$ cat src/rtl/core/rtpq_pkg.sv
// Package for the task priority queue manager: sizes, codes and types.
// No dependencies.
package rtpq_pkg;
	localparam int TASK_SLOTS = 8;
	localparam int SLOT_W = (TASK_SLOTS > 1) ? $clog2(TASK_SLOTS) : 1;
	localparam int CNT_W = $clog2(TASK_SLOTS + 1);

	localparam logic [2:0] OP_CREATE = 3'd0;
	localparam logic [2:0] OP_START = 3'd1;
	localparam logic [2:0] OP_STOP = 3'd2;
	localparam logic [2:0] OP_EXIT = 3'd3;
	localparam logic [2:0] OP_ENQ = 3'd4;
	localparam logic [2:0] OP_DEQ = 3'd5;
	localparam logic [2:0] OP_REMOVE = 3'd6;

	localparam logic [1:0] ST_OK = 2'd0;
	localparam logic [1:0] ST_PARAM = 2'd1;
	localparam logic [1:0] ST_NOSLOT = 2'd2;
	localparam logic [1:0] ST_HANDLE = 2'd3;

	localparam logic [2:0] Q_RUN = 3'd0;
	localparam logic [2:0] Q_READY = 3'd1;
	localparam logic [2:0] Q_DORMANT = 3'd3;
	localparam logic [2:0] Q_NONE = 3'd4;

	localparam logic [1:0] CFG_CHECK = 2'd0;
	localparam logic [1:0] CFG_PMIN = 2'd1;
	localparam logic [1:0] CFG_PMAX = 2'd2;

	typedef struct packed {
		logic              clear;
		logic              load;
		logic [SLOT_W-1:0] idx;
		logic              in_use;
		logic [2:0]        queue;
		logic [7:0]        prio;
		logic              older_bit;
	} scan_t;

	typedef struct packed {
		logic              found;
		logic [SLOT_W-1:0] best;
	} scan_res_t;
endpackage

$ cat src/rtl/core/rtpq_scan.sv
// Shared scan unit: walks one slot per cycle, tracking the first free slot or
// the queue head. Depends on rtpq_pkg.
module rtpq_scan import rtpq_pkg::*; (
	input  logic      clk,
	input  logic      arst_n,
	input  logic      mode_free,
	input  logic [2:0] target_q,
	input  scan_t     ctl,
	output scan_res_t res
);
	logic [7:0] best_pri_q;
	logic       hit;
	logic       better;

	always_comb begin
		if (mode_free) begin
			hit = !ctl.in_use;
			better = !res.found;
		end else begin
			hit = ctl.in_use && (ctl.queue == target_q);
			better = !res.found || (ctl.prio < best_pri_q) ||
				((ctl.prio == best_pri_q) && ctl.older_bit);
		end
	end

	always_ff @(posedge clk or negedge arst_n) begin
		if (!arst_n) begin
			res <= '0;
			best_pri_q <= '0;
		end else if (ctl.clear) begin
			res <= '0;
		end else if (ctl.load && hit && better) begin
			res.found <= 1'b1;
			res.best <= ctl.idx;
			best_pri_q <= ctl.prio;
		end
	end
endmodule

$ cat src/rtl/core/rtos_task_priority_queue_manager_unit.sv
// Top level of the task priority queue manager: slot table, sequencer and
// result register. Depends on rtpq_pkg and rtpq_scan.
//
// Usage: pulse start with op and its operands while busy is low. The block
// raises busy, works the command, then shows status, result_task,
// result_valid and last_error for one cycle with done high. Create, exit and
// dequeue walk all TASK_SLOTS slots through the scan unit, one slot a cycle,
// before they execute. Start, stop, enqueue and remove execute without a
// scan. A new command may be given in the cycle done is high. The receiver
// cannot stall; each result beat is shown once. Configuration writes
// (cfg_we, cfg_index, cfg_data) take effect at once; the user must make
// them only while busy is low; the block does not enforce this. Reset empties
// the table, clears the stored error and restores the configuration defaults.
module rtos_task_priority_queue_manager_unit import rtpq_pkg::*; (
	input  logic        clk,
	input  logic        arst_n,
	input  logic        start,
	output logic        busy,
	input  logic [2:0]  op,
	input  logic [3:0]  task_index,
	input  logic [1:0]  queue_select,
	input  logic [7:0]  priority_req,
	input  logic [31:0] entry_address,
	input  logic [31:0] stack_length,
	input  logic [31:0] stack_base,
	input  logic        cfg_we,
	input  logic [1:0]  cfg_index,
	input  logic [7:0]  cfg_data,
	output logic        done,
	output logic [1:0]  status,
	output logic [3:0]  result_task,
	output logic        result_valid,
	output logic [1:0]  last_error
);
	typedef enum logic [3:0] {
		S_IDLE = 4'b0001,
		S_SCAN = 4'b0010,
		S_EXEC = 4'b0100,
		S_DONE = 4'b1000
	} state_t;

	state_t state_q;
	logic [CNT_W-1:0] cnt_q;
	logic [2:0]  op_q;
	logic [3:0]  task_q;
	logic [1:0]  qsel_q;
	logic [7:0]  pri_q;
	logic [31:0] entry_q, slen_q, sbase_q;
	logic        chk_q;
	logic [7:0]  pmin_q, pmax_q;
	logic [1:0]  err_q;

	logic [TASK_SLOTS-1:0] in_use_q;
	logic [7:0]            prio_q [TASK_SLOTS];
	logic [2:0]            queue_q [TASK_SLOTS];
	logic [TASK_SLOTS-1:0] older_q [TASK_SLOTS];
	logic [31:0]           sentry_q [TASK_SLOTS];
	logic [31:0]           sslen_q [TASK_SLOTS];
	logic [31:0]           ssbase_q [TASK_SLOTS];

	scan_t     sc;
	scan_res_t sr;
	logic      mode_free;
	logic [2:0] target_q;
	logic [SLOT_W-1:0] sidx;
	logic       handle_ok;
	logic [SLOT_W-1:0] tidx;
	logic       param_bad;

	assign sidx = cnt_q[SLOT_W-1:0];
	assign tidx = task_q[SLOT_W-1:0];
	assign handle_ok = ({28'd0, task_q} < 32'(TASK_SLOTS)) && in_use_q[tidx];
	assign mode_free = (op_q == OP_CREATE);
	assign target_q = (op_q == OP_EXIT) ? Q_RUN : {1'b0, qsel_q};
	assign param_bad = chk_q && (entry_q == '0 || sbase_q == '0 || slen_q == '0 ||
		pri_q < pmin_q || pri_q > pmax_q);

	always_comb begin
		sc.clear = (state_q == S_IDLE) || (state_q == S_DONE);
		sc.load = (state_q == S_SCAN);
		sc.idx = sidx;
		sc.in_use = in_use_q[sidx];
		sc.queue = queue_q[sidx];
		sc.prio = prio_q[sidx];
		sc.older_bit = older_q[sidx][sr.best];
	end

	rtpq_scan u_scan (
		.clk(clk), .arst_n(arst_n), .mode_free(mode_free),
		.target_q(target_q), .ctl(sc), .res(sr)
	);

	assign busy = (state_q == S_SCAN) || (state_q == S_EXEC);

	always_ff @(posedge clk or negedge arst_n) begin
		if (!arst_n) begin
			chk_q <= 1'b1;
			pmin_q <= 8'd0;
			pmax_q <= 8'd255;
		end else if (cfg_we) begin
			unique case (cfg_index)
				CFG_CHECK: chk_q <= cfg_data[0];
				CFG_PMIN:  pmin_q <= cfg_data;
				CFG_PMAX:  pmax_q <= cfg_data;
				default: ;
			endcase
		end
	end

	always_ff @(posedge clk) begin
		if (start && !busy) begin
			op_q <= op;
			task_q <= task_index;
			qsel_q <= queue_select;
			pri_q <= priority_req;
			entry_q <= entry_address;
			slen_q <= stack_length;
			sbase_q <= stack_base;
		end
	end

	// Task table and sequencer.
	always_ff @(posedge clk or negedge arst_n) begin
		logic [SLOT_W-1:0] s;
		logic [2:0] nq;
		logic put;
		logic [1:0] st;
		logic [3:0] rt;
		logic rv;
		if (!arst_n) begin
			state_q <= S_IDLE;
			cnt_q <= '0;
			err_q <= ST_OK;
			done <= 1'b0;
			status <= ST_OK;
			result_task <= '0;
			result_valid <= 1'b0;
			last_error <= ST_OK;
			in_use_q <= '0;
			for (int i = 0; i < TASK_SLOTS; i++) begin
				prio_q[i] <= '0;
				queue_q[i] <= Q_NONE;
				older_q[i] <= '0;
				sentry_q[i] <= '0;
				sslen_q[i] <= '0;
				ssbase_q[i] <= '0;
			end
		end else begin
			done <= 1'b0;
			unique case (state_q)
				S_IDLE, S_DONE: begin
					if (start) begin
						cnt_q <= '0;
						if (op == OP_CREATE || op == OP_EXIT || op == OP_DEQ) begin
							state_q <= S_SCAN;
						end else begin
							state_q <= S_EXEC;
						end
					end else begin
						state_q <= S_IDLE;
					end
				end
				S_SCAN: begin
					cnt_q <= cnt_q + 1'b1;
					if (cnt_q == CNT_W'(TASK_SLOTS - 1)) begin
						state_q <= S_EXEC;
					end
				end
				S_EXEC: begin
					s = sr.best;
					nq = Q_NONE;
					put = 1'b0;
					st = ST_OK;
					rt = '0;
					rv = 1'b0;
					case (op_q)
						OP_CREATE: begin
							if (param_bad) begin
								st = ST_PARAM;
							end else if (!sr.found) begin
								st = ST_NOSLOT;
							end else begin
								in_use_q[s] <= 1'b1;
								prio_q[s] <= pri_q;
								sentry_q[s] <= entry_q;
								sslen_q[s] <= slen_q;
								ssbase_q[s] <= sbase_q;
								put = 1'b1;
								nq = Q_DORMANT;
								rt = 4'(s);
								rv = 1'b1;
							end
							err_q <= st;
						end
						OP_START: begin
							s = tidx;
							if (!handle_ok) begin
								st = ST_HANDLE;
							end else if (queue_q[s] != Q_DORMANT) begin
								st = ST_PARAM;
							end else begin
								put = 1'b1;
								nq = Q_READY;
							end
							err_q <= st;
						end
						OP_STOP: begin
							s = tidx;
							if (!handle_ok) begin
								st = ST_HANDLE;
							end else begin
								put = 1'b1;
								nq = Q_DORMANT;
							end
							err_q <= st;
						end
						OP_EXIT: begin
							if (!sr.found) begin
								st = ST_HANDLE;
							end else begin
								in_use_q[s] <= 1'b0;
								prio_q[s] <= '0;
								queue_q[s] <= Q_NONE;
								older_q[s] <= '0;
								sentry_q[s] <= '0;
								sslen_q[s] <= '0;
								ssbase_q[s] <= '0;
							end
							err_q <= st;
						end
						OP_ENQ: begin
							s = tidx;
							if (!handle_ok) begin
								st = ST_HANDLE;
							end else begin
								put = 1'b1;
								nq = {1'b0, qsel_q};
							end
						end
						OP_DEQ: begin
							if (sr.found) begin
								queue_q[s] <= Q_NONE;
								rt = 4'(s);
								rv = 1'b1;
							end
						end
						OP_REMOVE: begin
							s = tidx;
							if (!handle_ok) begin
								st = ST_HANDLE;
							end else if (queue_q[s] == {1'b0, qsel_q}) begin
								queue_q[s] <= Q_NONE;
								rt = task_q;
								rv = 1'b1;
							end
						end
						default: ;
					endcase
					if (put) begin
						for (int j = 0; j < TASK_SLOTS; j++) begin
							if (SLOT_W'(j) == s) begin
								older_q[j] <= '0;
							end else begin
								older_q[j][s] <= 1'b1;
							end
						end
						queue_q[s] <= nq;
					end
					status <= st;
					result_task <= rt;
					result_valid <= rv;
					last_error <= (op_q == OP_CREATE || op_q == OP_START ||
						op_q == OP_STOP || op_q == OP_EXIT) ? st : err_q;
					done <= 1'b1;
					state_q <= S_DONE;
				end
				default: state_q <= S_IDLE;
			endcase
		end
	end
endmodule

$ cat config.mk
export PLATFORM = sky130hd
export DESIGN_NAME = rtos_task_priority_queue_manager_unit
export DESIGN_NICKNAME = d
export VERILOG_FILES = /design/src/rtl/core/rtpq_pkg.sv /design/src/rtl/core/rtpq_scan.sv /design/src/rtl/core/rtos_task_priority_queue_manager_unit.sv
export SDC_FILE = /design/constraint.sdc
export NUM_CORES = 1
export LEC_CHECK = 0
export BUFFER_PORTS_ARGS = -buffer_cell sky130_fd_sc_hd__buf_2
export CORE_MARGIN = 5
export CORE_UTILIZATION = 60
export CTS_CLUSTER_SIZE = 16
export DETAILED_ROUTE_END_ITERATION = 6
export PLACE_DENSITY = 0.87
export SYNTH_ARGS = -nofsm -noshare
export SYNTH_HDL_FRONTEND = slang
export SYNTH_HIERARCHICAL = 1
export SYNTH_SLANG_ARGS = --single-unit
$ cat constraint.sdc
create_clock -name clk -period 5 [get_ports clk]
set_clock_uncertainty 0.1 [all_clocks]
set_input_delay 0 -clock clk [delete_from_list [all_inputs] [get_ports clk]]
set_output_delay 0 -clock clk [all_outputs]
set_load 0.05 [all_outputs]
# == Word level (Yosys, flattened, before mapping) ==
# Cells that the tools add are included.
# totals
wordCells,275
ff_bits,322
# op_classes
magnitude_cmp,17
eq_ne,31
reduce_logical,51
n_bitwise,25
mux,104
add_sub_neg,1
# ops
cell,n
$mux 64,7
$and 64x64->64,2
$mux 8,16
$pmux 64 s2,1
$mux 24,5
$logic_not 32->1,3
$or 8x8->8,11
$bwmux 64,1
$not 64->64,1
$mux 3,19
$bmux 8 s3,2
$pmux 24 s2,1
$and 16x16->16,2
$not 16->16,2
$mux 4,7
$demux 3 s3,3
$bwmux 24,1
$demux 8 s3,1
$pmux 4 s3,2
$bmux 3 s3,2
$mux 1,17
$ge 4x4->1 const B,4
$lt 3x4->1 const B,4
$lt 8x8->1,2
other kinds (46),113

# == Depth between registers and ports, before layout ==
# logic_depth
depth_word,13
depth_mapped,14
ltp_nobuf,10

# == Hierarchy ==
# The synthesis kept the hierarchy.
# modules_own_cells
module,instances,cells_per_inst,area_per_inst_um2
rtos_task_priority_queue_manager_unit,1,1028,13668.1
rtpq_scan,1,127,1049.8

# == Least setup slack after synthesis ==
# No wires, ideal clock.
# synth_timing
path_kind,register to register
from,register state_q[0]
to,register entry_q[0] (enable)
setup_time_ns,0.486
stages_incl_launch_ff,5
n_path_buf,1
required_ns,4.414
arrival_ns,3.707
period_less_slack_ns,4.293
slack_ns,0.707
cell_sequence,dfstp_2 nor2_1 nand3b_1 clkbuf_1 and3_1
# synth_via
elab_chain_cells,4
# synth_rtl
element,line_no,source
start: declaration,rtos_task_priority_queue_manager_unit.sv:42,state_t state_q;
start signal: assignment,rtos_task_priority_queue_manager_unit.sv:131,state_q <= S_IDLE;
start signal: assignment,rtos_task_priority_queue_manager_unit.sv:155,state_q <= S_SCAN;
start signal: assignment,rtos_task_priority_queue_manager_unit.sv:157,state_q <= S_EXEC;
$eq 4x2->1 or $eq 4x3->1 (tied branches),rtos_task_priority_queue_manager_unit.sv:93,assign busy = (state_q == S_SCAN) || (state_q == S_EXEC);
$logic_or 1x1->1 (*),rtos_task_priority_queue_manager_unit.sv:93,
$logic_not 1->1 (*),rtos_task_priority_queue_manager_unit.sv:111,if (start && !busy) begin
$logic_and 1x1->1 (*),rtos_task_priority_queue_manager_unit.sv:111,
end signal: assignment,rtos_task_priority_queue_manager_unit.sv:116,entry_q <= entry_address;
end: declaration,rtos_task_priority_queue_manager_unit.sv:48,"logic [31:0] entry_q, slen_q, sbase_q;"
# Mark *: on every way between the ends. The rest lies on a longest branch, timed or not.
# A chain may end at the register's enable or synchronous reset.

==> impl_metrics.toml <==
[status]
status = "complete, but fails checks"
violations = "design-rule violations"

[pwr]
power.density_nw_per_um2 = 380
vdd_ir_drop_max_uv = 396
p_leak_nw = 7.94
pwr-share-seq_pct = 47.7
p_total_mw = 6.81
comb_power_share_pct = 18.3
internal-power_mw = 4.71
clockPowerShare_pct = 34.0
p_sw_mw = 2.10
sw_frac_of_total_pct = 30.9

[die]
core-area_um2 = 24200
die_h_um = 167
die_area_um2 = 27800
start_util_pct = 60.7
die-width_um = 167
boundaryPins = 138
rows = 57

[drt]
viasPerCell = 7.16
drt-total-wl_mm = 50.2
drt_pre_antenna_iters = 7
wire_per_inst_um = 28.5
first_iter_violations = 2200
vias = 12600
drcViolationCount = 89
ant_nets = 0

[cts]
cts_htree_levels = 1
tritoncts = "done"
cts.sinks = 322
cts_made_buffers = 31
post_cts_resize_count = 0
path_clk_slew_ns = 0.07
clock_latency_ns = 0.57
cts.path.max_buffers = 3
cts_root_buffer = "clkbuf_16"

[yosys]
syn_inst = 1155
netlist_area_um2 = 14700
synth_top_area_share_pct = 32.5
synth_warnings = 6
synth-edff-count = 113
yosys.area.top_type = "dfrtp_1"
synth_fp_nets = 1306
ys_ff_latch = 322
ys.flop_type = "dfrtp_1"
synth_cell_types = 82
synth_area_per_cell_um2 = 12.7
yosysSeqAreaShare_pct = 58.7
async_flop_share_pct = 64.9
synthTopCellsByArea = "dfrtp_1 (32%), edfxtp_1 (23%), mux4_2 (6.7%)"

[sta]
worst_slew_pin_slew_ns = 1.18
timing.final.crit_share_pct = 87.1
hold_viol_final = 0
slew_violations = 0
fmax_ghz = 0.230
relSlewSlack_pct = 21.5
setup-violations-final = 0
finalSetupTns_ns = 0
rsz0062_at_grt = "false"
layout_min_cycle_time_ns = 4.36

[global_route]
antenna_found_initial = 1
grt_start_max_net_pins = 127
grt_pass1_wl_mm = 77.7
grt_usage_pct = 35.7
grt_overflow = 0
grt_pass1_vias = 12800

[placed_design]
dp_hpwl_mm = 24.3
globalplace.congestion = 0.966
port_buffers = 137
place_area_um2 = 15700

[worst_hold_path]
hp-class = "in -> async"

[cells_and_area]
area_delta_synth_final_pct = 21.7
drive_gt1_share_pct = 24.3
final_cell_area_um2 = 17900
final_common_cell = "dfrtp_1"
fin_nets = 1561
final_cell_mix = "dfrtp_1 (189), buf_2 (136), dlygate4sd3_1 (126)"

[setup_path]
cp-end-kind = "register"
critical-path-max-stage-delay_ns = 0.92
path_cells = "ha_1 -> o21ai_0 -> o21ai_0 -> a21oi_1 -> a221oi_1 -> a21oi_1 -> nor3_2 -> mux2_2"
crit_buf_inv = 0
critPathKind = "reg -> reg"
r2r_setup_slack_ns = 0.64
crit_family = "compound AO/OA/AOI/OAI gates"
critPathSlowestCell = "nor3_2"
cp_max_fo = 10
cp.arrival_ns = 4.69
crit_required_ns = 5.34
startpoint_type = "register"

[run]
max-cap-violations = 0
registers in the layout (all words and copies together), names as in the netlist, 2 cells and up, named ones only:
signal / cells
older_q: 64
prio_q: 64
entry_q: 32
sbase_q: 32
slen_q: 32
queue_q: 24
pmax_q: 8
pmin_q: 8
pri_q: 8
u_scan/best_pri_q: 8
cnt_q: 4
result_task: 4
state_q: 4
task_q: 4
u_scan/res: 4
op_q: 3
err_q: 2
last_error: 2
qsel_q: 2
status: 2
power groups by stage:
stage	sequential [mW]	clock (mW)	combinational (mW)
2_1_floorplan	3.21	0	0.723
3_3_place_gp	3.22	0	0.988
3_5_place_dp	3.23	0	1.02
4_1_cts	3.19	2.24	1.11
5_1_grt	3.26	2.41	1.31
6_report	3.25	2.32	1.24
through the flow:
stage | instances | hold slack, ns | utilization [%] | setup WS, ns
2_1_floorplan | 1155 | -0.396 | - | 0.707
3_3_place_gp | 1575 | 0.0760 | 64.7 | 1.17
3_5_place_dp | 1575 | 0.0781 | 64.7 | 1.12
4_1_cts | 1758 | 0.0339 | 73.8 | 1.06
5_1_grt | 1759 | 0.0517 | 73.8 | 0.655
6_report | 1759 | 0.0155 | 73.8 | 0.645
cell families after synthesis:
logic type               count (synthesis)  share of synthesized area (%)
flip-flops                             322                           58.7
buffers and inverters                   99                           2.86
adder cells (fa/ha/maj)                 24                           2.04
XOR/XNOR                                 9                          0.638
AO/OA/AOI/OAI                          256                           11.8
other                                    1                         0.0255
multiplexers                           119                           12.5
AND/OR/NAND/NOR                        325                           11.4
repair_timing:
item                      4_1_cts  5_1_grt
hold buffers                  126        0
setup buffers                   0        0
hold endpoints to repair      251        0
routing by layer:
metal	track usage, %	share of wire (%)	vias to the layer above
li1	-	-	4830
met1	45.3	33	5889
met2	55.3	45	1463
met3	10.4	14	410
met4	20.3	8.3	0
met5	0	0	-
layout make-up:
class / count / area (µm²)
Sequential cell: 322 / 8650
Antenna cell: 1 / 2.50
Inverter: 40 / 150
Timing Repair Buffer: 281 / 2090
Fill cell: 1287 / 6340
Multi-Input combinational cell: 734 / 5660
Clock inverter: 20 / 153
Tap cell: 324 / 405
Clock buffer: 37 / 798
path summary, 6_finish.rpt:
kind,start,end,cells after the start
min in group clk,entry_address[31],entry_q[31],2
max in group asynchronous,arst_n,async pin,3
setup reg to reg,pri_q[1],register,8
hold / removal,arst_n,older_q[8],2
setup / recovery,pri_q[1],register,8
hold reg to reg,older_q[31],older_q[31],1
Yosys cell counts (all sizes together) (38+ instances only):
cell type    n
mux2        61
inv         39
nand3       39
edfxtp     113
nand2      114
a21o        51
mux4        44
o21ai       84
clkbuf      38
nor2        46
dfrtp      191
No activity file was read; power rests on OpenSTA's default activity.
